## src/sv/knas_pkg.sv

```systemverilog
// Shared sizes, register indexes and widths for the novelty archive scorer.
// Used by every module of the block but knas_ram; depends on nothing.
package knas_pkg;
    localparam int ARCHIVE_DEPTH  = 256;
    localparam int VECTOR_LEN     = 20;
    localparam int MAX_NEIGHBOURS = 16;

    localparam int MEM_DEPTH = ARCHIVE_DEPTH * VECTOR_LEN;
    localparam int ADDR_W    = $clog2(MEM_DEPTH);
    localparam int FILL_W    = $clog2(ARCHIVE_DEPTH + 1);
    localparam int IDX_W     = (VECTOR_LEN > 1) ? $clog2(VECTOR_LEN) : 1;
    localparam int POS_W     = $clog2(VECTOR_LEN + 1);
    localparam int NB_W      = $clog2(MAX_NEIGHBOURS + 1);
    localparam int NBI_W     = (MAX_NEIGHBOURS > 1) ? $clog2(MAX_NEIGHBOURS) : 1;

    localparam int ELEM_W = 16;
    localparam int SQD_W  = 2 * (ELEM_W + 1);
    localparam int SQ_W   = 40;
    localparam int DIST_W = 20;
    localparam int SUM_W  = DIST_W + NB_W;

    localparam int CFG_ADDR_W = 1;
    localparam int CFG_DATA_W = 20;
    localparam int NBC_W      = 5;

    localparam logic [CFG_ADDR_W-1:0] REG_THRESHOLD  = 1'd0;
    localparam logic [CFG_ADDR_W-1:0] REG_NEIGHBOURS = 1'd1;

    localparam logic [DIST_W-1:0] DIST_ONES = '1;
endpackage

```

## src/sv/knas_isqrt.sv

```systemverilog
// Iterative floor square root, one result bit per cycle.
// Depends on knas_pkg for the operand and root widths.
module knas_isqrt (
    input  logic                       i_clk,
    input  logic                       i_rst_n,
    input  logic                       i_start,
    input  logic [knas_pkg::SQ_W-1:0]  i_value,
    output logic                       o_done,
    output logic [knas_pkg::DIST_W-1:0] o_root
);
    import knas_pkg::*;

    localparam int CNT_W = $clog2(DIST_W + 1);

    logic [SQ_W-1:0]     r_val;
    logic [DIST_W+1:0]   r_rem;
    logic [DIST_W-1:0]   r_root;
    logic [CNT_W-1:0]    r_cnt;
    logic                r_busy;
    logic                r_done;
    logic [DIST_W+3:0]   n_rem;
    logic [DIST_W+3:0]   n_trial;

    always_comb begin
        n_rem   = {r_rem, r_val[SQ_W-1 -: 2]};
        n_trial = {2'b00, r_root, 2'b01};
    end

    always_ff @(posedge i_clk) begin
        if (!i_rst_n) begin
            r_busy <= 1'b0;
            r_done <= 1'b0;
            r_cnt  <= '0;
        end else begin
            r_done <= 1'b0;
            if (i_start) begin
                r_busy <= 1'b1;
                r_val  <= i_value;
                r_rem  <= '0;
                r_root <= '0;
                r_cnt  <= '0;
            end else if (r_busy) begin
                r_val <= {r_val[SQ_W-3:0], 2'b00};
                if (n_rem >= n_trial) begin
                    r_rem  <= (DIST_W + 2)'(n_rem - n_trial);
                    r_root <= {r_root[DIST_W-2:0], 1'b1};
                end else begin
                    r_rem  <= (DIST_W + 2)'(n_rem);
                    r_root <= {r_root[DIST_W-2:0], 1'b0};
                end
                if (r_cnt == CNT_W'(DIST_W - 1)) begin
                    r_busy <= 1'b0;
                    r_done <= 1'b1;
                end
                r_cnt <= r_cnt + CNT_W'(1);
            end
        end
    end

    assign o_done = r_done;
    assign o_root = r_root;
endmodule

```

## config.mk

```make
export PLATFORM = sky130hd
export DESIGN_NAME = knas_isqrt
export DESIGN_NICKNAME = d
export VERILOG_FILES = /design/src/sv/knas_pkg.sv /design/src/sv/knas_isqrt.sv
export SDC_FILE = /design/constraint.sdc
export NUM_CORES = 1
export LEC_CHECK = 0
export ABC_AREA = 1
export BUFFER_PORTS_ARGS = -buffer_cell sky130_fd_sc_hd__buf_4
export CELL_PAD_IN_SITES_DETAIL_PLACEMENT = 1
export CELL_PAD_IN_SITES_GLOBAL_PLACEMENT = 2
export CORE_UTILIZATION = 34
export CTS_CLUSTER_SIZE = 30
export DETAILED_ROUTE_END_ITERATION = 6
export PLACE_DENSITY_LB_ADDON = 0.1
export SETUP_SLACK_MARGIN = 0.2
export SLEW_MARGIN = 5
export SYNTH_ARGS = -nofsm -noshare
export SYNTH_HDL_FRONTEND = slang
export SYNTH_SLANG_ARGS = --single-unit
```

## constraint.sdc

```tcl
create_clock -name i_clk -period 4.4 [get_ports i_clk]
set_input_delay 0.88 -clock i_clk [delete_from_list [all_inputs] [get_ports i_clk]]
set_output_delay 0.88 -clock i_clk [all_outputs]
set_load 0.01 [all_outputs]
```

==> flow_metrics.tcl, run 1 <==
set metrics [dict create \
    critical_path.slowest_cell "edfxtp_1" \
    crit_chain "ha_1 > nand2_2 > inv_1 > nand2_1 > nand2_1 > inv_2 > nand2_2 > nand2_1 > nand4_2 > buf_4 > nor2_1 > nor2_1" \
    p_clk_share_pct 33.2 \
    die_x_um 128 \
    track_usage_pct 19.0 \
    hold_buffers 0 \
    ctsResizeCount 0 \
    synth_cell_types 29 \
    rsz0062_at_grt "false" \
    dieArea_um2 16300 \
    syn_nets 779 \
    fin_nets 841 \
    overflow 0 \
    setup_viol 0 \
    ys_seq_area_share_pct 48.6 \
    num_antenna_cells 0 \
    cpLargestDelayFamily "simple AND/OR/NAND/NOR gates" \
    dp_slack_ns 1.73 \
    netSwitchingFraction_pct 31.2 \
    cts_root_buf "clkbuf_16" \
    synthCells 713 \
    arrival_ns 2.78 \
    whs_ns 0.495 \
    cts_buffers 9 \
    vias 4539 \
    hold_path.class "flip-flop to flip-flop" \
    total_leakage_power_uw 0.00322 \
    clock.fmax_ghz 0.374 \
    placed_cells 975 \
    die_h_um 128 \
    critPathLaunchType "flip-flop" \
    cts.sinks 89 \
    htreeDepth 3 \
    routed_wirelength_um 14400 \
    grt_max_degree 62 \
    skew_ns 0.00800 \
    io_buffers 63 \
    worst_pin_slew_ns 0.465 \
    gp_congestion 0.814 \
    wire_per_inst_um 14.5 \
    vias_per_cell 4.58 \
    min_period_over_period_pct 60.8 \
    start_util_pct 35.0 \
    cts_tree "yes" \
    dp_hpwl_um 11100 \
    min_from "r_cnt[4]" \
    crit_start "r_rem[4]" \
    switchingPower_uw 752 \
    fin_ws_ns 1.73 \
    ant_nets 0 \
    synth_warnings 0 \
    avgSynthCellArea_um2 7.51 \
    peakVddDrop_mv 0.221 \
    path_clk_slew_ns 0.07 \
    crit_fanout 24 \
    crit_required_ns 4.50 \
    timing.rr.start "r_rem[4]" \
    max_stage_delay_ns 0.46 \
    cts_buffer_depth 2 \
    grt_first_pass_wirelength_um 23900 \
    drive_above_1_share_pct 12.3 \
    core_um2 15300 \
    finalSetupTns_ns 0 \
    crit_path_frequent_cell "nand2_1" \
    num-fill-cells 1930 \
    status "complete, no violations" \
    synth_area_leaders "edfxtp_1, nand2_1, inv_1, nor2_1, ha_1" \
    maxSlewHeadroom_pct 68.9 \
    syn-cell-area_um2 5360 \
    crit_buf_inv 3 \
    area_growth_pct 18.8 \
    crit_type "flip-flop to flip-flop" \
    ys_ff_latch 89 \
    totalPowerFinal_uw 2410 \
    clkLatencyLatePin_ns 0.35 \
    max_cap_viol_count 0 \
    worstSetupEndpointType "flip-flop" \
    seqPwrFrac_pct 43.0 \
    regArea_um2 2600 \
    netlist.area_leader.share_pct 46.0 \
    comb_power_share_pct 23.8 \
    std_cell_rows 45 \
    synth_top_cell_by_area "edfxtp_1" \
    post_cts_buffers 0 \
    grt_pass1_vias 4679 \
    p_int_uw 1660 \
    num_io_pins 64 \
    p_per_area_nw_per_um2 379 \
    drcViolationCount 0 \
    layout.cells.non_filler 991 \
    multiInputGateArea_um2 2260 \
    drtIter0Drc 204 \
    min_period_ns 2.68 \
    dr.pass1.iters 4 \
    hold_viol_final 0 \
    drv_slew 0 \
    antenna_found_initial 0 \
]
## tightest hold or removal path, stage by stage (launching register included)
cell and delay [ns]:
dfxtp_1 0.33, nand2_1 0.07, a21oi_1 0.06
## state kept, by name, indices dropped and copies added (netlist names)
register,cells
r_val,40
r_rem,22
o_done,1
o_root,20
r_busy,1
r_cnt,5
## final timing paths
kind                            slack [ns]  depth (start not counted)        end
worst max register to register        1.73                         12  r_rem[10]
worst min register to register        0.50                          2   r_cnt[4]
worst max-delay path                  1.73                         12  r_rem[10]
worst min-delay path                  0.50                          2   r_cnt[4]
## power groups by stage
stage | Combinational (µW) | Clock, µW | Sequential [µW]
after floorplan | 396 | 0 | 1050
after global placement | 574 | 0 | 1050
after detailed placement | 580 | 0 | 1060
after CTS | 584 | 818 | 1040
after global routing | 659 | 840 | 1040
final | 574 | 799 | 1040
## cell type report
class                           count  share of cell area (%)
Clock inverter                      7                    1.20
Inverter                          109                    6.43
Clock buffer                        9                    3.54
Multi-Input combinational cell    498                    35.6
Tap cell                          211                    4.15
Sequential cell                    89                    40.9
Timing Repair Buffer               68                    8.22
## layout by cell type, fill, tap and decap left out, types with 2 or more instances in the layout
cell       Yosys  layout
o21ai_0        3       3
ha_1          23      23
buf_4          0      67
xnor2_1        6       6
inv_2          2       2
clkbuf_16      0       9
nand2_1      312     312
dfxtp_1        7       7
edfxtp_1      82      82
o21bai_1       2       2
nor3_1         8       8
inv_6          0       2
nand2_2        5       5
clkinv_2       0       2
nand4_1        4       4
nand3b_1       5       5
xor2_1         2       2
nor2_1        81      81
a21oi_1       14      14
nand3_1       24      24
inv_1        107     107
## synthesized netlist by cell type
library cell / instances
clkbuf_1: 13
nand4_2: 1
o21ai_0: 3
o21a_1: 1
ha_1: 23
a31oi_1: 1
or2_2: 1
nor2_1: 81
nor2_2: 1
nand2_2: 5
edfxtp_1: 82
nand3b_1: 5
and2_1: 1
o21bai_1: 2
nor2_4: 1
buf_6: 3
inv_1: 107
xor2_1: 2
nor3_1: 8
nor4_1: 1
buf_2: 1
inv_2: 2
nand4_1: 4
nand3_1: 24
xnor2_1: 6
dfxtp_1: 7
nand2_1: 312
a211oi_1: 1
a21oi_1: 14
## cells by family after synthesis
family / share of synthesized area [%]
and+or+nand+nor: 33.2
adders and majority gates: 5.37
xor gates and xnor gates: 1.31
AOI/OAI and AO/OA: 2.27
buffers and inverters: 9.27
DFF: 48.6
## per-layer routing
| metal | vias to the layer above | part of all wire (%) | track usage, % |
|---|---|---|---|
| met5 | - | 0 | 0 |
| met3 | 10 | 3.3 | 4.36 |
| met4 | 0 | 0.90 | 4.41 |
| li1 | 2329 | - | - |
| met2 | 57 | 46 | 31.2 |
| met1 | 2143 | 50 | 25.5 |
## per-stage QoR
stage	area [µm²]	utilization, %
6_report	6360	41.6
5_1_grt	6360	41.6
4_1_cts	6360	41.6
2_1_floorplan	5360	-
3_5_place_dp	6060	39.6
3_3_place_gp	6060	39.6
(Power assumes the default switching activity.)
==> inputs of run 2 (changes only) <==
==> constraint.sdc (replaced) <==
create_clock -name i_clk -period 2.7 [get_ports i_clk]
set_input_delay 0.54 -clock i_clk [delete_from_list [all_inputs] [get_ports i_clk]]
set_output_delay 0.54 -clock i_clk [all_outputs]
set_load 0.01 [all_outputs]
==> run 2 against run 1 <==
Net effect:
- utilization increased by 0.42 points
- clock power increased by 63%
- hold slack got worse by 0.047 ns
- sequential share of layout area decreased by 0.41 points
- worst setup slack got worse by 1.4 ns
- via count decreased by 0.44%
- combinational power increased by 63%
- total power increased by 63%
- count of clock-buffer cells in the layout increased by 1
- critical path type unchanged
==> flow_metrics.tcl, run 2 (synthesis results as in run 1) <==
set metrics [dict create \
    dr.pass1.iters 5 \
    final_cell_mix "nand2_1, inv_1, edfxtp_1" \
    min_path_cells 3 \
    num_io_pins 64 \
    path_clk_slew_ns 0.07 \
    utilization_pct 42.0 \
    regArea_um2 2600 \
    num_antenna_cells 0 \
    arrival_ns 2.47 \
    area_growth_pct 20.0 \
    cts_root_buf "clkbuf_16" \
    setup_viol 0 \
    drive_above_1_share_pct 12.5 \
    design_area_um2 6430 \
    clkLatencyLatePin_ns 0.35 \
    dp_hpwl_um 10800 \
    max_cap_viol_count 0 \
    critPathLaunchType "flip-flop" \
    layout.cells.non_filler 994 \
    finalSetupTns_ns 0 \
    timing.rr.start "r_rem[8]" \
    min_period_over_period_pct 87.2 \
    min_from "i_value[0]" \
    vias 4519 \
    gp_congestion 0.852 \
    die_x_um 128 \
    core_um2 15300 \
    cts_buffer_depth 2 \
    skew_ns 0.00781 \
    peakVddDrop_mv 0.268 \
    clock.fmax_ghz 0.425 \
    placed_cells 978 \
    holdPathEnd "r_val[0]" \
    largest-register "r_val" \
    start_util_pct 35.0 \
    cts_tree "yes" \
    drv_slew 0 \
    htreeDepth 3 \
    worst_pin_slew_ns 0.529 \
    total_leakage_power_uw 0.00324 \
    ant_nets 0 \
    drcViolationCount 0 \
    post_cts_buffers 0 \
    reg2reg_to "r_rem[17]" \
    largest_reg_flops 40 \
    rsz0062_at_grt "false" \
    wire_per_inst_um 14.4 \
    layout_commonest_cell "nand2_1" \
    overflow 0 \
    hold_viol_final 0 \
    status "complete, no violations" \
    vias_per_cell 4.55 \
    worstSetupEndpointType "flip-flop" \
    io_buffers 63 \
    multiInputGateArea_um2 2280 \
    crit_type "flip-flop to flip-flop" \
    grt_first_pass_wirelength_um 23700 \
    crit_fanout 37 \
    hold_path.class "input pin to flip-flop" \
    placed_cell_area_um2 6120 \
    dieArea_um2 16300 \
    min_period_ns 2.36 \
    antenna_found_initial 0 \
    crit_required_ns 2.81 \
    totalPowerFinal_uw 3920 \
    num-fill-cells 1929 \
    cts.sinks 89 \
    r2r_setup_slack_ns 0.34 \
    drtIter0Drc 172 \
    track_usage_pct 19.0 \
    die_h_um 128 \
    routed_wirelength_um 14300 \
    grt_max_degree 38 \
    reg2regPathDepth 11 \
    fin_nets 844 \
    p_per_area_nw_per_um2 610 \
    cts_buffers 9 \
    std_cell_rows 45 \
    hold_buffers 0 \
    grt_pass1_vias 4838 \
    maxSlewHeadroom_pct 64.7 \
    ctsResizeCount 0 \
]
-- run 2: per-stage QoR --
stage | hold slack (ns) | setup WS, ns
3_3_place_gp | 0.474 | 0.424
6_report | 0.448 | 0.344
4_1_cts | 0.438 | 0.336
2_1_floorplan | 0.452 | 0.409
3_5_place_dp | 0.483 | 0.349
5_1_grt | 0.451 | 0.203
-- run 2: per-layer routing --
metal	wire (µm)	up-vias	global-route usage, %
met5	0	-	0
met4	210	0	6.93
met3	392	12	2.51
met2	6800	63	32.3
met1	6860	2104	24.6
li1	-	2340	-
-- run 2: how the worst max path moves through the flow --
| stage | end | from | slack (ns) |
|---|---|---|---|
| global placement | r_rem[20] | r_rem[5] | 0.42 |
| detailed placement | r_rem[17] | r_rem[5] | 0.35 |
| global route | r_rem[17] | r_rem[8] | 0.20 |
| finish | r_rem[17] | r_rem[8] | 0.34 |
| floorplan | o_root[0] | i_start | 0.41 |
| CTS | r_rem[17] | r_rem[5] | 0.34 |
-- run 2: layout make-up --
class	instances	area share [%]
clock buffer	10	3.56
clock inverter	6	0.993
inverter	109	6.36
multi-input combinational	498	35.4
sequential	89	40.5
tap	211	4.11
timing repair buffer	71	9.07
-- run 2: power breakdown --
part / internal (µW) / total (µW) / leakage, µW / switching (µW)
sequential: 1640 / 1690 / 0.000853 / 48.1
combinational: 349 / 936 / 0.00225 / 588
clock: 721 / 1300 / 0.000141 / 577
total: 2710 / 3920 / 0.00324 / 1210
-- run 2: worst max-delay path: stages (launching register included) --
cell and delay (ns):
edfxtp_1 0.48, ha_1 0.41, nand2_1 0.12, nor2_2 0.20
nand2_1 0.12, nor2_1 0.11, nand2_1 0.08, nand4_2 0.14
buf_12 0.22, nand3_1 0.11, nand2_1 0.09, inv_1 0.04
==> inputs of run 3 (changes only) <==
--- a/config.mk
+++ b/config.mk
@@ -13,7 +13,9 @@
 export CTS_CLUSTER_SIZE = 30
 export DETAILED_ROUTE_END_ITERATION = 6
 export PLACE_DENSITY_LB_ADDON = 0.1
-export SETUP_SLACK_MARGIN = 0.2
+export REMOVE_ABC_BUFFERS = 1
+export SETUP_SLACK_MARGIN = 0.5
+export SKIP_CTS_REPAIR_TIMING = 1
 export SLEW_MARGIN = 5
 export SYNTH_ARGS = -nofsm -noshare
 export SYNTH_HDL_FRONTEND = slang
==> run 3 against run 2 <==
Net effect:
- maximum frequency up 6.6%
- final area up 13%
- total power up 7.2%
- combinational power up 34%
- critical path depth unchanged
- count of clock-buffer cells in the layout up 2
- non-clock buffer count up 41
- critical endpoint is now r_rem[3]
- sequential share of layout area down 4.7 points
- sequential cell count unchanged
==> flow_metrics.tcl, run 3 (synthesis results as in run 1) <==
set metrics [dict create \
    die_x_um 128 \
    gp_congestion 0.832 \
    htreeDepth 3 \
    fin_ws_ns 0.490 \
    min_period_over_period_pct 81.9 \
    grt_first_pass_wirelength_um 23000 \
    io_buffers 63 \
    crit_fanout 6 \
    reg2regPathDepth 11 \
    drv_slew 0 \
    hold_path.class "input pin to flip-flop" \
    drive_above_1_share_pct 27.5 \
    p_per_area_nw_per_um2 577 \
    status "complete, no violations" \
    path_clk_slew_ns 0.07 \
    arrival_ns 2.32 \
    maxSlewHeadroom_pct 67.1 \
    dp_hpwl_um 10500 \
    antenna_found_initial 0 \
    worstSetupEndpointType "flip-flop" \
    rsz0062_at_grt "true" \
    largest_reg_flops 40 \
    r2r_setup_slack_ns 0.49 \
    max_cap_viol_count 0 \
    vias_per_cell 4.57 \
    grt_pass1_vias 4620 \
    num_io_pins 64 \
    total_leakage_power_uw 0.00353 \
    grt_max_degree 45 \
    reg2reg_to "r_rem[3]" \
    std_cell_rows 45 \
    drtIter0Drc 196 \
    core_um2 15300 \
    design_area_um2 7280 \
    routed_wirelength_um 15200 \
    track_usage_pct 18.5 \
    wire_per_inst_um 14.7 \
    drcViolationCount 0 \
    totalPowerFinal_uw 4200 \
    crit_required_ns 2.81 \
    cts_buffer_depth 2 \
    overflow 0 \
    critPathLaunchType "flip-flop" \
    start_util_pct 35.0 \
    ant_nets 0 \
    cts_tree "yes" \
    placed_cells 979 \
    min_period_ns 2.21 \
    vias 4727 \
    utilization_pct 47.5 \
    skew_ns 0.00753 \
    crit_start "r_rem[17]" \
    fin_nets 885 \
    area_growth_pct 35.9 \
    clock.fmax_ghz 0.452 \
    dr.pass1.iters 4 \
    clkLatencyLatePin_ns 0.35 \
    largest-register "r_val" \
    hold_viol_final 0 \
    setup_viol 0 \
    timing.rr.start "r_rem[17]" \
    cts.sinks 89 \
    peakVddDrop_mv 0.302 \
    dieArea_um2 16300 \
    num_antenna_cells 0 \
    final_cell_mix "nand2_1, buf_4, inv_1" \
    placed_cell_area_um2 6090 \
    setup.worst_path.end "r_rem[3]" \
    layout_commonest_cell "nand2_1" \
    crit_type "flip-flop to flip-flop" \
    layout.cells.non_filler 1035 \
    cts_buffers 9 \
    cts_root_buf "clkbuf_16" \
    dp_slack_ns 0.397 \
    die_h_um 128 \
    worst_pin_slew_ns 0.493 \
]
-- run 3: critical path, stage by stage (launching register included) --
cell and delay (ns):
edfxtp_1 0.44, ha_4 0.34, nand2_2 0.07, nor2_1 0.16, nand2_1 0.13, inv_1 0.12, nand2_2 0.08, nand4_4 0.23
clkbuf_16 0.21, nand2_1 0.07, nand2_1 0.07, nor2_1 0.04
-- run 3: worst min path at each step --
stage / cells after the start / startpoint / end / slack (ns)
floorplan: 2 / r_cnt[4] / r_cnt[4] / 0.45
global placement: 2 / r_cnt[4] / r_cnt[4] / 0.47
detailed placement: 2 / r_cnt[4] / r_cnt[4] / 0.49
CTS: 3 / i_value[1] / r_val[1] / 0.42
global route: 3 / i_value[3] / r_val[3] / 0.45
finish: 3 / i_value[1] / r_val[1] / 0.44
-- run 3: final cells by class --
cell class                 instances  area, µm²
sequential                        89       2600
clock buffer                      12        258
fill                            1889       8030
timing repair buffer             112        931
multi-input combinational        498       2780
inverter                         109        409
clock inverter                     4       32.5
tap                              211        264
-- run 3: per-stage QoR --
stage	setup TNS, ns	hold WS, ns
finish	0	0.441
global route	0	0.446
CTS	0	0.424
detailed placement	0	0.487
global placement	0	0.472
floorplan	-13.94	0.452
-- run 3: routing by layer --
metal  track usage, %  part of all wire, %
met5                0                    0
met4             6.58                  1.5
met3             3.18                  2.7
met2             30.3                   47
met1             24.7                   49
-- run 3: power by group --
group          internal [µW]  total [µW]  switching, µW
registers               1640        1710           63.6
logic                    541        1250            705
clock network            689        1250            564
