## src/sv/knas_pkg.sv

```systemverilog
// Shared sizes, register indexes and widths for the novelty archive scorer.
// Used by every module of the block but knas_ram; depends on nothing.
package knas_pkg;
    localparam int ARCHIVE_DEPTH  = 256;
    localparam int VECTOR_LEN     = 20;
    localparam int MAX_NEIGHBOURS = 16;

    localparam int MEM_DEPTH = ARCHIVE_DEPTH * VECTOR_LEN;
    localparam int ADDR_W    = $clog2(MEM_DEPTH);
    localparam int FILL_W    = $clog2(ARCHIVE_DEPTH + 1);
    localparam int IDX_W     = (VECTOR_LEN > 1) ? $clog2(VECTOR_LEN) : 1;
    localparam int POS_W     = $clog2(VECTOR_LEN + 1);
    localparam int NB_W      = $clog2(MAX_NEIGHBOURS + 1);
    localparam int NBI_W     = (MAX_NEIGHBOURS > 1) ? $clog2(MAX_NEIGHBOURS) : 1;

    localparam int ELEM_W = 16;
    localparam int SQD_W  = 2 * (ELEM_W + 1);
    localparam int SQ_W   = 40;
    localparam int DIST_W = 20;
    localparam int SUM_W  = DIST_W + NB_W;

    localparam int CFG_ADDR_W = 1;
    localparam int CFG_DATA_W = 20;
    localparam int NBC_W      = 5;

    localparam logic [CFG_ADDR_W-1:0] REG_THRESHOLD  = 1'd0;
    localparam logic [CFG_ADDR_W-1:0] REG_NEIGHBOURS = 1'd1;

    localparam logic [DIST_W-1:0] DIST_ONES = '1;
endpackage

```

## src/sv/knas_divider.sv

```systemverilog
// Restoring divider for the neighbour mean, one quotient bit per cycle.
// Depends on knas_pkg for the sum and count widths.
module knas_divider (
    input  logic                       i_clk,
    input  logic                       i_rst_n,
    input  logic                       i_start,
    input  logic [knas_pkg::SUM_W-1:0] i_dividend,
    input  logic [knas_pkg::NB_W-1:0]  i_divisor,
    output logic                       o_done,
    output logic [knas_pkg::SUM_W-1:0] o_quotient
);
    import knas_pkg::*;

    localparam int CNT_W = $clog2(SUM_W + 1);

    logic [SUM_W-1:0] r_quo;
    logic [NB_W:0]    r_rem;
    logic [NB_W-1:0]  r_div;
    logic [CNT_W-1:0] r_cnt;
    logic             r_busy;
    logic             r_done;
    logic [NB_W+1:0]  n_rem;

    assign n_rem = {r_rem, r_quo[SUM_W-1]};

    always_ff @(posedge i_clk) begin
        if (!i_rst_n) begin
            r_busy <= 1'b0;
            r_done <= 1'b0;
            r_cnt  <= '0;
        end else begin
            r_done <= 1'b0;
            if (i_start) begin
                r_busy <= 1'b1;
                r_quo  <= i_dividend;
                r_div  <= i_divisor;
                r_rem  <= '0;
                r_cnt  <= '0;
            end else if (r_busy) begin
                if (n_rem >= {2'b00, r_div}) begin
                    r_rem <= (NB_W + 1)'(n_rem - {2'b00, r_div});
                    r_quo <= {r_quo[SUM_W-2:0], 1'b1};
                end else begin
                    r_rem <= (NB_W + 1)'(n_rem);
                    r_quo <= {r_quo[SUM_W-2:0], 1'b0};
                end
                if (r_cnt == CNT_W'(SUM_W - 1)) begin
                    r_busy <= 1'b0;
                    r_done <= 1'b1;
                end
                r_cnt <= r_cnt + CNT_W'(1);
            end
        end
    end

    assign o_done     = r_done;
    assign o_quotient = r_quo;
endmodule

```

## config.mk

```make
export PLATFORM = sky130hd
export DESIGN_NAME = knas_divider
export DESIGN_NICKNAME = d
export VERILOG_FILES = /design/src/sv/knas_pkg.sv /design/src/sv/knas_divider.sv
export SDC_FILE = /design/constraint.sdc
export NUM_CORES = 1
export LEC_CHECK = 0
export ABC_AREA = 1
export BUFFER_PORTS_ARGS = -buffer_cell sky130_fd_sc_hd__buf_2
export CAP_MARGIN = 30
export CORE_MARGIN = 3
export CORE_UTILIZATION = 52
export DETAILED_ROUTE_END_ITERATION = 16
export PLACE_DENSITY = 0.79
export SYNTH_ARGS = -nofsm -noshare
export SYNTH_HDL_FRONTEND = slang
export SYNTH_SLANG_ARGS = --single-unit
```

## constraint.sdc

```tcl
create_clock -name i_clk -period 2.1 [get_ports i_clk]
set_input_delay 0.525 -clock i_clk [delete_from_list [all_inputs] [get_ports i_clk]]
set_output_delay 0.525 -clock i_clk [all_outputs]
set_load 0.02 [all_outputs]
```

==> out/qor.yml, run 1 <==
logic_synthesis:
  yosys_warnings: 0
  syn-cell-area_um2: 2150
  synth-edff-count: 36
  synth.distinct_cells: 29
  synthesis.nets: 275
  synth_ff_type: "edfxtp_1"
  avgSynthCellArea_um2: 9.23
  synth_top_area_share_pct: 50.3
  synthTopCellsByArea: "edfxtp_1 (50%), nand2_1 (17%), dfxtp_1 (6.5%)"
  synth_area_leader_cell: "edfxtp_1"
  ys_ff_latch: 43
  async_flop_share_pct: 0
  ys_seq_area_share_pct: 56.8
  synthCells: 233
floorplanning:
  io_pins: 59
  std_cell_rows: 22
  fp.coreArea_um2: 3830
  dieArea_um2: 4940
  initial_core_util_pct: 56.2
  die_h_um: 70.3
  fp.dieW_um: 70.3
detailed_routing:
  post_drt_wl_per_cell_um: 11.8
  vias: 1672
  ant_nets: 0
  vias_per_cell: 4.85
  finalWirelength_um: 4070
  drtIter0Drc: 99
  dr.pass1.iters: 4
  drcViolationCount: 0
clock_tree:
  ctsLongestPathBuffers: 2
  clkSlewWorstSetupHoldPaths_ps: 80
  clock_tree.root_cell: "clkbuf_8"
  clock-sinks: 43
  cts_hold_buf: 0
  cts_tree: "built"
  htreeDepth: 2
  post_cts.repair.setup_buffers: 0
  cts_resized: 0
  numCtsBuffers: 5
  clock_latency_ps: 290
sta:
  hold_violations: 0
  postLayoutSetupSlackWorst_ps: 341
  finClkSkew_ps: 6.34
  drv_slew: 0
  setup_tns_ps: 0
  rsz0062_at_grt: "no"
  setup_viol: 0
  worst_pin_slew_ps: 394
  slew_headroom_pct: 73.7
  finalCriticalPeriod_ps: 1760
  fmax_ghz: 0.568
  fin_crit_sh_pct: 83.8
grt:
  grt_overflow_total: 0
  grt_first_pass_wirelength_um: 6520
  grt_pass1_vias: 1505
  globalRouteTotalUtil_pct: 16.8
  grt_max_degree: 25
  antenna_found_initial: 0
finish:
  finalInstanceArea_um2: 2580
  areaGrowthSynthToFinish_pct: 20.0
  final_layout_size_suffix_gt1_share_pct: 27.9
  final_cell_mix: "nand2_1 (100), buf_2 (58), edfxtp_1 (36)"
  final_cells: 345
  antenna_cells: 0
  nNetsFinal: 338
  fin_util_pct: 67.5
  layout_commonest_cell: "nand2_1"
power_and_ir_drop:
  clock_power_share_pct: 25.1
  pwr-share-comb_pct: 21.9
  seqPwrFrac_pct: 53.0
  switching_share_pct: 29.2
  p_switching_mw: 0.582
  irDropWorstVdd_mv: 0.547
  powerDensity_nw_per_um2: 772
  power_leakage_nw: 1.27
  p_int_mw: 1.41
place:
  numPortBuffers: 58
  dp_slack_ps: 337
  dp.cells: 337
  place_area_um2: 2500
  gp_congestion: 0.827
  hpwl_um: 3100
setup_path:
  worstPathRequired_ps: 2150
  crit_path_end_kind: "register"
  path_max_fanout: 3
  path_class: "register to register"
  arrival_ps: 1810
  cp-start-kind: "register"
outcome:
  outcome: "completed"
worst_hold_path:
  hp-class: "primary input to register"
flow_run:
  drv_cap: 0
[per-layer routing]
metal / vias up / routed length [µm] / share of wire [%] / GRT usage [%]
li1: 876 / - / - / -
met1: 743 / 1840 / 45 / 21.5
met2: 45 / 1910 / 47 / 26.9
met3: 8 / 240 / 5.9 / 4.46
met4: 0 / 81 / 2.0 / 7.02
met5: - / 0 / 0 / 0
[metrics by stage]
step	hold WS, ps	power [mW]
floorplan	485	1.38
CTS	398	2.01
detailed placement	526	1.51
global placement	512	1.50
global route	394	2.11
finish	408	1.99
[cells by family (layout without fill, tap and decap cells)]
group	count (synthesis)	count (layout)	share of synthesized area, %
compound gates	6	6	1.63
xor+xnor	1	1	0.407
fa+ha+maj	9	9	5.58
buf+inv	31	95	5.99
flops	43	43	56.8
simple gates	143	143	29.6
[power groups by stage]
stage / sequential [mW] / combinational, mW / clock [mW]
3_5_place_dp: 1.07 / 0.441 / 0
2_1_floorplan: 1.12 / 0.264 / 0
5_1_grt: 1.06 / 0.494 / 0.553
3_3_place_gp: 1.07 / 0.429 / 0
6_report: 1.06 / 0.437 / 0.500
4_1_cts: 1.06 / 0.442 / 0.512
[cell usage after synthesis (2+ instances only)]
library cell,number
nand2_1,100
edfxtp_1,36
inv_1,23
nor2_1,14
ha_1,8
dfxtp_1,7
nor2_2,5
nor3_1,5
buf_2,4
nand3_1,4
a21oi_1,3
nand4_1,3
a31oi_1,2
nand2_2,2
nand2_4,2
nand3b_1,2
[critical path, cell delays in order (launching register included)]
cell	delay, ps
edfxtp_1	360
inv_1	70
ha_1	200
fa_1	390
nand3b_1	190
nand3_1	80
nand2_1	50
nand2_1	50
nand2_1	40
inv_1	60
nor2_2	30
[worst paths after layout]
check	startpoint	endpoint	slack [ps]	cells past startpoint
worst max-delay path	o_quotient[24]	r_rem[4]	340	10
worst max register to register	o_quotient[24]	r_rem[4]	340	10
worst min register to register	o_quotient[16]	o_quotient[17]	540	2
worst min-delay path	i_divisor[3]	r_div[3]	410	1
[layout make-up]
class                      count  area [µm²]
fill                         317        1240
sequential                    43        1220
multi-input combinational    159         801
timing repair buffer          62         320
inverter                      25        93.8
clock buffer                   6        72.6
tap                           48        60.1
clock inverter                 2        12.5
[sequential cells by signal (all words and copies together), names as in the netlist]
| register | flops |
|---|---|
| o_quotient | 25 |
| o_done | 1 |
| r_busy | 1 |
| r_rem | 6 |
| r_cnt | 5 |
| r_div | 5 |
No activity file was read; power rests on OpenSTA's default activity.
==> run 2, diff against run 1 <==
--- a/config.mk
+++ b/config.mk
@@ -9,9 +9,9 @@
 export BUFFER_PORTS_ARGS = -buffer_cell sky130_fd_sc_hd__buf_2
 export CAP_MARGIN = 30
 export CORE_MARGIN = 3
-export CORE_UTILIZATION = 52
+export CORE_UTILIZATION = 47
 export DETAILED_ROUTE_END_ITERATION = 16
-export PLACE_DENSITY = 0.79
+export PLACE_DENSITY = 0.76
 export SYNTH_ARGS = -nofsm -noshare
 export SYNTH_HDL_FRONTEND = slang
 export SYNTH_SLANG_ARGS = --single-unit
==> constraint.sdc (replaced) <==
create_clock -name i_clk -period 1.5 [get_ports i_clk]
set_input_delay 0.375 -clock i_clk [delete_from_list [all_inputs] [get_ports i_clk]]
set_output_delay 0.375 -clock i_clk [all_outputs]
set_load 0.02 [all_outputs]
==> run 2 against run 1 <==
Net effect: the run now ends with setup timing left; power increased by 58%; final cell count up 4.1%; flip-flop and latch count stayed put; routed wire length grew 11%; maximum frequency rose by 1.9%; worst hold slack got worse by 150 ps; register-to-register slack got worse by 570 ps; first-iteration DRC count is 14% higher; combinational power is 82% higher; critical endpoint unchanged; largest cell class unchanged.
==> out/qor.yml, run 2 (same netlist as run 1, synthesis figures left out) <==
floorplanning:
  die_h_um: 73.6
  std_cell_rows: 23
  fp.dieW_um: 73.6
  dieArea_um2: 5420
  initial_core_util_pct: 51.2
  io_pins: 59
  fp.coreArea_um2: 4200
place:
  gp_congestion: 0.841
  hpwl_um: 3260
  numPortBuffers: 58
finish:
  areaGrowthSynthToFinish_pct: 31.2
  multi_input_area_um2: 901
  nNetsFinal: 351
  layout_commonest_cell: "nand2_1"
  largest_register_ff_count: 25
  final_cell_mix: "nand2_1 (97), buf_2 (58), edfxtp_1 (36)"
  antenna_cells: 0
  seq_area_um2: 1220
  final_layout_size_suffix_gt1_share_pct: 35.0
  fillers: 328
detailed_routing:
  drcViolationCount: 0
  dr.pass1.iters: 4
  finalWirelength_um: 4500
  drtIter0Drc: 113
  ant_nets: 0
  post_drt_wl_per_cell_um: 12.5
  vias: 1756
  vias_per_cell: 4.89
outcome:
  violations: "setup timing"
  outcome: "finished, violations left"
clock_tree:
  clock_latency_ps: 290
  cts_hold_buf: 0
  clock_tree.root_cell: "clkbuf_8"
  numCtsBuffers: 5
  clkSlewWorstSetupHoldPaths_ps: 70
  clock-sinks: 43
  cts_tree: "built"
  ctsLongestPathBuffers: 2
  htreeDepth: 2
sta:
  postLayoutSetupSlackWorst_ps: -226
  fmax_ghz: 0.579
  drv_slew: 0
  finalCriticalPeriod_ps: 1730
  hold_violations: 0
  slew_headroom_pct: 84.6
  whs_ps: 257
  setup_tns_ps: -1170
  rsz0062_at_grt: "yes"
  finClkSkew_ps: 5.18
  worst_pin_slew_ps: 229
  fin_crit_sh_pct: 115
  setup_viol: 7
power_and_ir_drop:
  power_leakage_nw: 1.35
  powerDensity_nw_per_um2: 1110
  irDropWorstVdd_mv: 0.664
  total_power_mw: 3.15
worst_hold_path:
  hold_path_startpoint: "i_divisor[2]"
  hold_end: "r_div[2]"
  hold_depth: 1
  hp-class: "primary input to register"
setup_path:
  r2r_cells: 9
  path_class: "register to register"
  rrSetupSlack_ps: -230
  arrival_ps: 1780
  r2r-start: "r_div[0]"
  r2r_end: "r_rem[4]"
  crit_path_end_kind: "register"
  path_max_fanout: 2
  cp-start-kind: "register"
  worstPathRequired_ps: 1550
grt:
  grt_overflow_total: 0
  grt_first_pass_wirelength_um: 7580
  grt_pass1_vias: 1746
  antenna_found_initial: 0
  globalRouteTotalUtil_pct: 18.1
  grt_max_degree: 24
flow_run:
  drv_cap: 0
run 2: metrics by stage:
stage	area, µm²	instances	worst slack, ps	util (%)
2_1_floorplan	2160	233	-258	-
3_3_place_gp	2600	350	-130	61.9
3_5_place_dp	2600	350	-206	61.9
4_1_cts	2790	359	-201	66.5
5_1_grt	2820	359	-333	67.2
6_report	2820	359	-226	67.2
run 2: critical path: stages (launching register included):
cell and delay (ps):
edfxtp_1 440, ha_2 210, fa_2 330, nand3b_1 180
nand3_1 80, nand2_1 50, nand2_1 50, nand2_1 50
inv_1 70, nor2_2 30
run 2: how the worst max path moves through the flow:
stage	from	to	slack, ps	depth (start not counted)
after global routing	o_quotient[24]	r_rem[4]	-330	10
after detailed placement	r_div[0]	r_rem[4]	-210	9
final	r_div[0]	r_rem[4]	-230	9
after CTS	o_quotient[24]	r_rem[4]	-200	10
after floorplan	o_quotient[24]	r_rem[4]	-260	10
after global placement	r_rem[1]	r_rem[1]	-130	6
run 2: where the power goes:
group / internal [mW] / total [mW] / switching, mW / leakage, nW
Clock: 0.488 / 0.869 / 0.381 / 0.0513
Combinational: 0.340 / 0.794 / 0.454 / 0.896
Sequential: 1.42 / 1.48 / 0.0604 / 0.406
Total: 2.25 / 3.15 / 0.895 / 1.35
run 2: metal layers:
| metal | share of wire [%] | wire, µm | GRT usage [%] |
|---|---|---|---|
| met5 | 0 | 0 | 0 |
| met4 | 1.5 | 69 | 6.04 |
| met3 | 3.7 | 166 | 3.83 |
| met2 | 52 | 2320 | 30.3 |
| met1 | 43 | 1940 | 23.3 |
run 2: area by class of cell:
| cell class | count | share of cell area, % |
|---|---|---|
| clock inverters | 1 | 1.06 |
| flip-flops and latches | 43 | 43.3 |
| multi-input cells | 160 | 31.9 |
| repair buffers | 74 | 15.6 |
| inverters | 25 | 3.37 |
| well taps | 50 | 2.22 |
| clock buffers | 6 | 2.57 |
run 2: timing repair:
item                       4_1_cts  5_1_grt
pin swaps                        7        2
resized for setup               11        3
gates cloned                     1        0
setup endpoints to repair        7        7
setup buffers                    1        0
==> run 3, diff against run 2 <==
--- a/config.mk
+++ b/config.mk
@@ -5,13 +5,12 @@
 export SDC_FILE = /design/constraint.sdc
 export NUM_CORES = 1
 export LEC_CHECK = 0
-export ABC_AREA = 1
 export BUFFER_PORTS_ARGS = -buffer_cell sky130_fd_sc_hd__buf_2
 export CAP_MARGIN = 30
 export CORE_MARGIN = 3
-export CORE_UTILIZATION = 47
+export CORE_UTILIZATION = 46
 export DETAILED_ROUTE_END_ITERATION = 16
-export PLACE_DENSITY = 0.76
+export PLACE_DENSITY = 0.75
 export SYNTH_ARGS = -nofsm -noshare
 export SYNTH_HDL_FRONTEND = slang
 export SYNTH_SLANG_ARGS = --single-unit
==> run 3 against run 2 <==
Net effect: the run still ends with setup timing left; register-to-register slack got worse by 60 ps; clock power decreased by 17%; setup slack got worse by 63 ps; utilization decreased by 2.5 points; synthesized cell count decreased by 39%; first-iteration DRC count decreased by 72%; final cell count decreased by 26%; sequential share of layout area increased by 2.0 points; clock skew increased by 6.6 ps; largest cell class unchanged.
==> out/qor.yml, run 3 <==
place:
  dp_slack_ps: -327
  numPortBuffers: 58
  place_area_um2: 2590
  hpwl_um: 2970
  gp_congestion: 0.783
logic_synthesis:
  synthTopCellsByArea: "edfxtp_1 (52%), mux2_1 (13%), dfxtp_1 (6.8%)"
  avgSynthCellArea_um2: 14.7
  synthCells: 141
  ys_ff_latch: 43
  synth_common_cells: "edfxtp_1 (36), mux2_1 (24), nor2_1 (12), inv_1 (9), ha_1 (8)"
  synth_area_leader_cell: "edfxtp_1"
  yosysMostFrequentCell: "edfxtp_1"
  async_flop_share_pct: 0
  synth_ff_type: "edfxtp_1"
  synth_top_area_share_pct: 52.3
  synth.distinct_cells: 36
  yosys_warnings: 0
  synthesis.nets: 183
  syn-cell-area_um2: 2070
  ys_seq_area_share_pct: 59.1
  synth-edff-count: 36
finish:
  fillers: 319
  final_cell_mix: "buf_2 (57), edfxtp_1 (36), mux2_1 (24)"
  antenna_cells: 0
  largest_register_ff_count: 25
  areaGrowthSynthToFinish_pct: 30.6
  finalInstanceArea_um2: 2700
  nNetsFinal: 258
  layout_commonest_cell: "buf_2"
  final_layout_size_suffix_gt1_share_pct: 47.0
clock_tree:
  clock-sinks: 43
  ctsLongestPathBuffers: 2
  numCtsBuffers: 5
  clkSlewWorstSetupHoldPaths_ps: 80
  clock_latency_ps: 300
  cts_hold_buf: 0
  clock_tree.root_cell: "clkbuf_8"
  cts_tree: "built"
  htreeDepth: 2
floorplanning:
  std_cell_rows: 23
  initial_core_util_pct: 49.5
  dieArea_um2: 5330
  fp.dieW_um: 73.0
  fp.coreArea_um2: 4170
  die_h_um: 73.0
  io_pins: 59
detailed_routing:
  drtIter0Drc: 32
  vias: 1336
  ant_nets: 0
  post_drt_wl_per_cell_um: 14.4
  finalWirelength_um: 3830
  drcViolationCount: 0
  met3WireLength_um: 177
  dr.pass1.iters: 4
  top_layer: "met4"
  drt-met1-wl_um: 1500
  route.met2.wl_um: 2070
  vias_per_cell: 5.00
setup_path:
  worstPathRequired_ps: 1550
  rrSetupSlack_ps: -290
  arrival_ps: 1840
  path_class: "register to register"
  cp-start-kind: "register"
  r2r-start: "r_rem[2]"
  path_max_fanout: 8
  r2r_cells: 6
  r2r_end: "r_rem[3]"
  crit_path_end_kind: "register"
grt:
  grt_pass1_vias: 1387
  grt_overflow_total: 0
  antenna_found_initial: 0
  globalRouteTotalUtil_pct: 15.7
  grt_first_pass_wirelength_um: 6270
  grt_max_degree: 33
power_and_ir_drop:
  seqPwrFrac_pct: 52.6
  powerDensity_nw_per_um2: 1010
  p_switching_mw: 0.722
  power_leakage_nw: 1.12
  pwr-share-comb_pct: 21.1
  clock_power_share_pct: 26.3
  p_int_mw: 2.01
  switching_share_pct: 26.4
  irDropWorstVdd_mv: 0.793
outcome:
  outcome: "finished, violations left"
  violations: "setup timing"
worst_hold_path:
  hp-class: "primary input to register"
  hold_depth: 1
  hold_end: "r_div[4]"
  hold_path_startpoint: "i_divisor[4]"
sta:
  finClkSkew_ps: 11.7
  postLayoutSetupSlackWorst_ps: -289
  finalCriticalPeriod_ps: 1790
  setup_viol: 7
  worst_pin_slew_ps: 290
  fmax_ghz: 0.559
  slew_headroom_pct: 80.5
  drv_slew: 0
  fin_crit_sh_pct: 119
  hold_violations: 0
  rsz0062_at_grt: "yes"
flow_run:
  drv_cap: 0
run 3: cell type report:
type                    instances  area (µm²)  area share, %
clock buffers                   6        72.6           2.69
repair buffers                 73         434           16.1
flip-flops and latches         43        1220           45.2
multi-input cells              84         861           31.9
clock inverters                 2        13.8          0.510
inverters                       9        33.8           1.25
well taps                      50        62.6           2.32
run 3: metrics by stage:
| stage | cells | utilization (%) | hold WS, ps | total power [mW] | TNS, ps |
|---|---|---|---|---|---|
| global route | 267 | 64.7 | 240 | 2.88 | -2300 |
| detailed placement | 258 | 62.0 | 494 | 2.03 | -1900 |
| finish | 267 | 64.7 | 253 | 2.73 | -1770 |
| floorplan | 141 | - | 472 | 1.83 | -1370 |
| global placement | 258 | 62.0 | 495 | 2.01 | -1600 |
| CTS | 267 | 64.7 | 237 | 2.78 | -1800 |
run 3: power by group through the flow:
| stage | logic, mW | clock network (mW) | registers, mW |
|---|---|---|---|
| finish | 0.576 | 0.720 | 1.44 |
| global route | 0.630 | 0.797 | 1.45 |
| CTS | 0.580 | 0.759 | 1.44 |
| detailed placement | 0.564 | 0 | 1.47 |
| global placement | 0.546 | 0 | 1.46 |
| floorplan | 0.321 | 0 | 1.51 |
run 3: cell families after synthesis:
kind of cell               after synthesis  synth area share (%)
DFF                                     43                  59.1
muxes                                   29                  15.6
and+or+nand+nor                         28                  8.00
buffers and inverters                   14                  3.51
AOI/OAI and AO/OA                       11                  5.03
adders and majority gates                9                  5.81
xor gates and xnor gates                 7                  2.97
run 3: layer usage:
layer | up-vias | GRT usage, %
li1 | 660 | -
met1 | 638 | 17.9
met2 | 32 | 27.3
met3 | 6 | 4.41
met4 | 0 | 6.76
met5 | - | 0
run 3: critical path: stages, from the launching register on:
cell      delay, ps
edfxtp_1        440
ha_4            250
a21o_1          180
a21oi_4         200
nand4b_4        190
mux2i_2         240
nor2_1           50
run 3: worst max-delay path by stage:
| stage | from | end | slack, ps | depth (start not counted) |
|---|---|---|---|---|
| 2_1_floorplan | o_quotient[24] | r_rem[4] | -290 | 8 |
| 3_3_place_gp | r_div[3] | o_quotient[0] | -280 | 6 |
| 3_5_place_dp | r_div[3] | o_quotient[0] | -330 | 6 |
| 4_1_cts | r_rem[1] | o_quotient[0] | -290 | 5 |
| 5_1_grt | r_rem[1] | r_rem[2] | -360 | 6 |
| 6_report | r_rem[2] | r_rem[3] | -290 | 6 |
run 3: repair_timing:
action	4_1_cts	5_1_grt
cloned	0	0
gates resized for setup	4	1
setup buffers	1	2
hold endpoints to repair	0	0
pin swaps	1	2
endpoints found under the setup margin	7	8
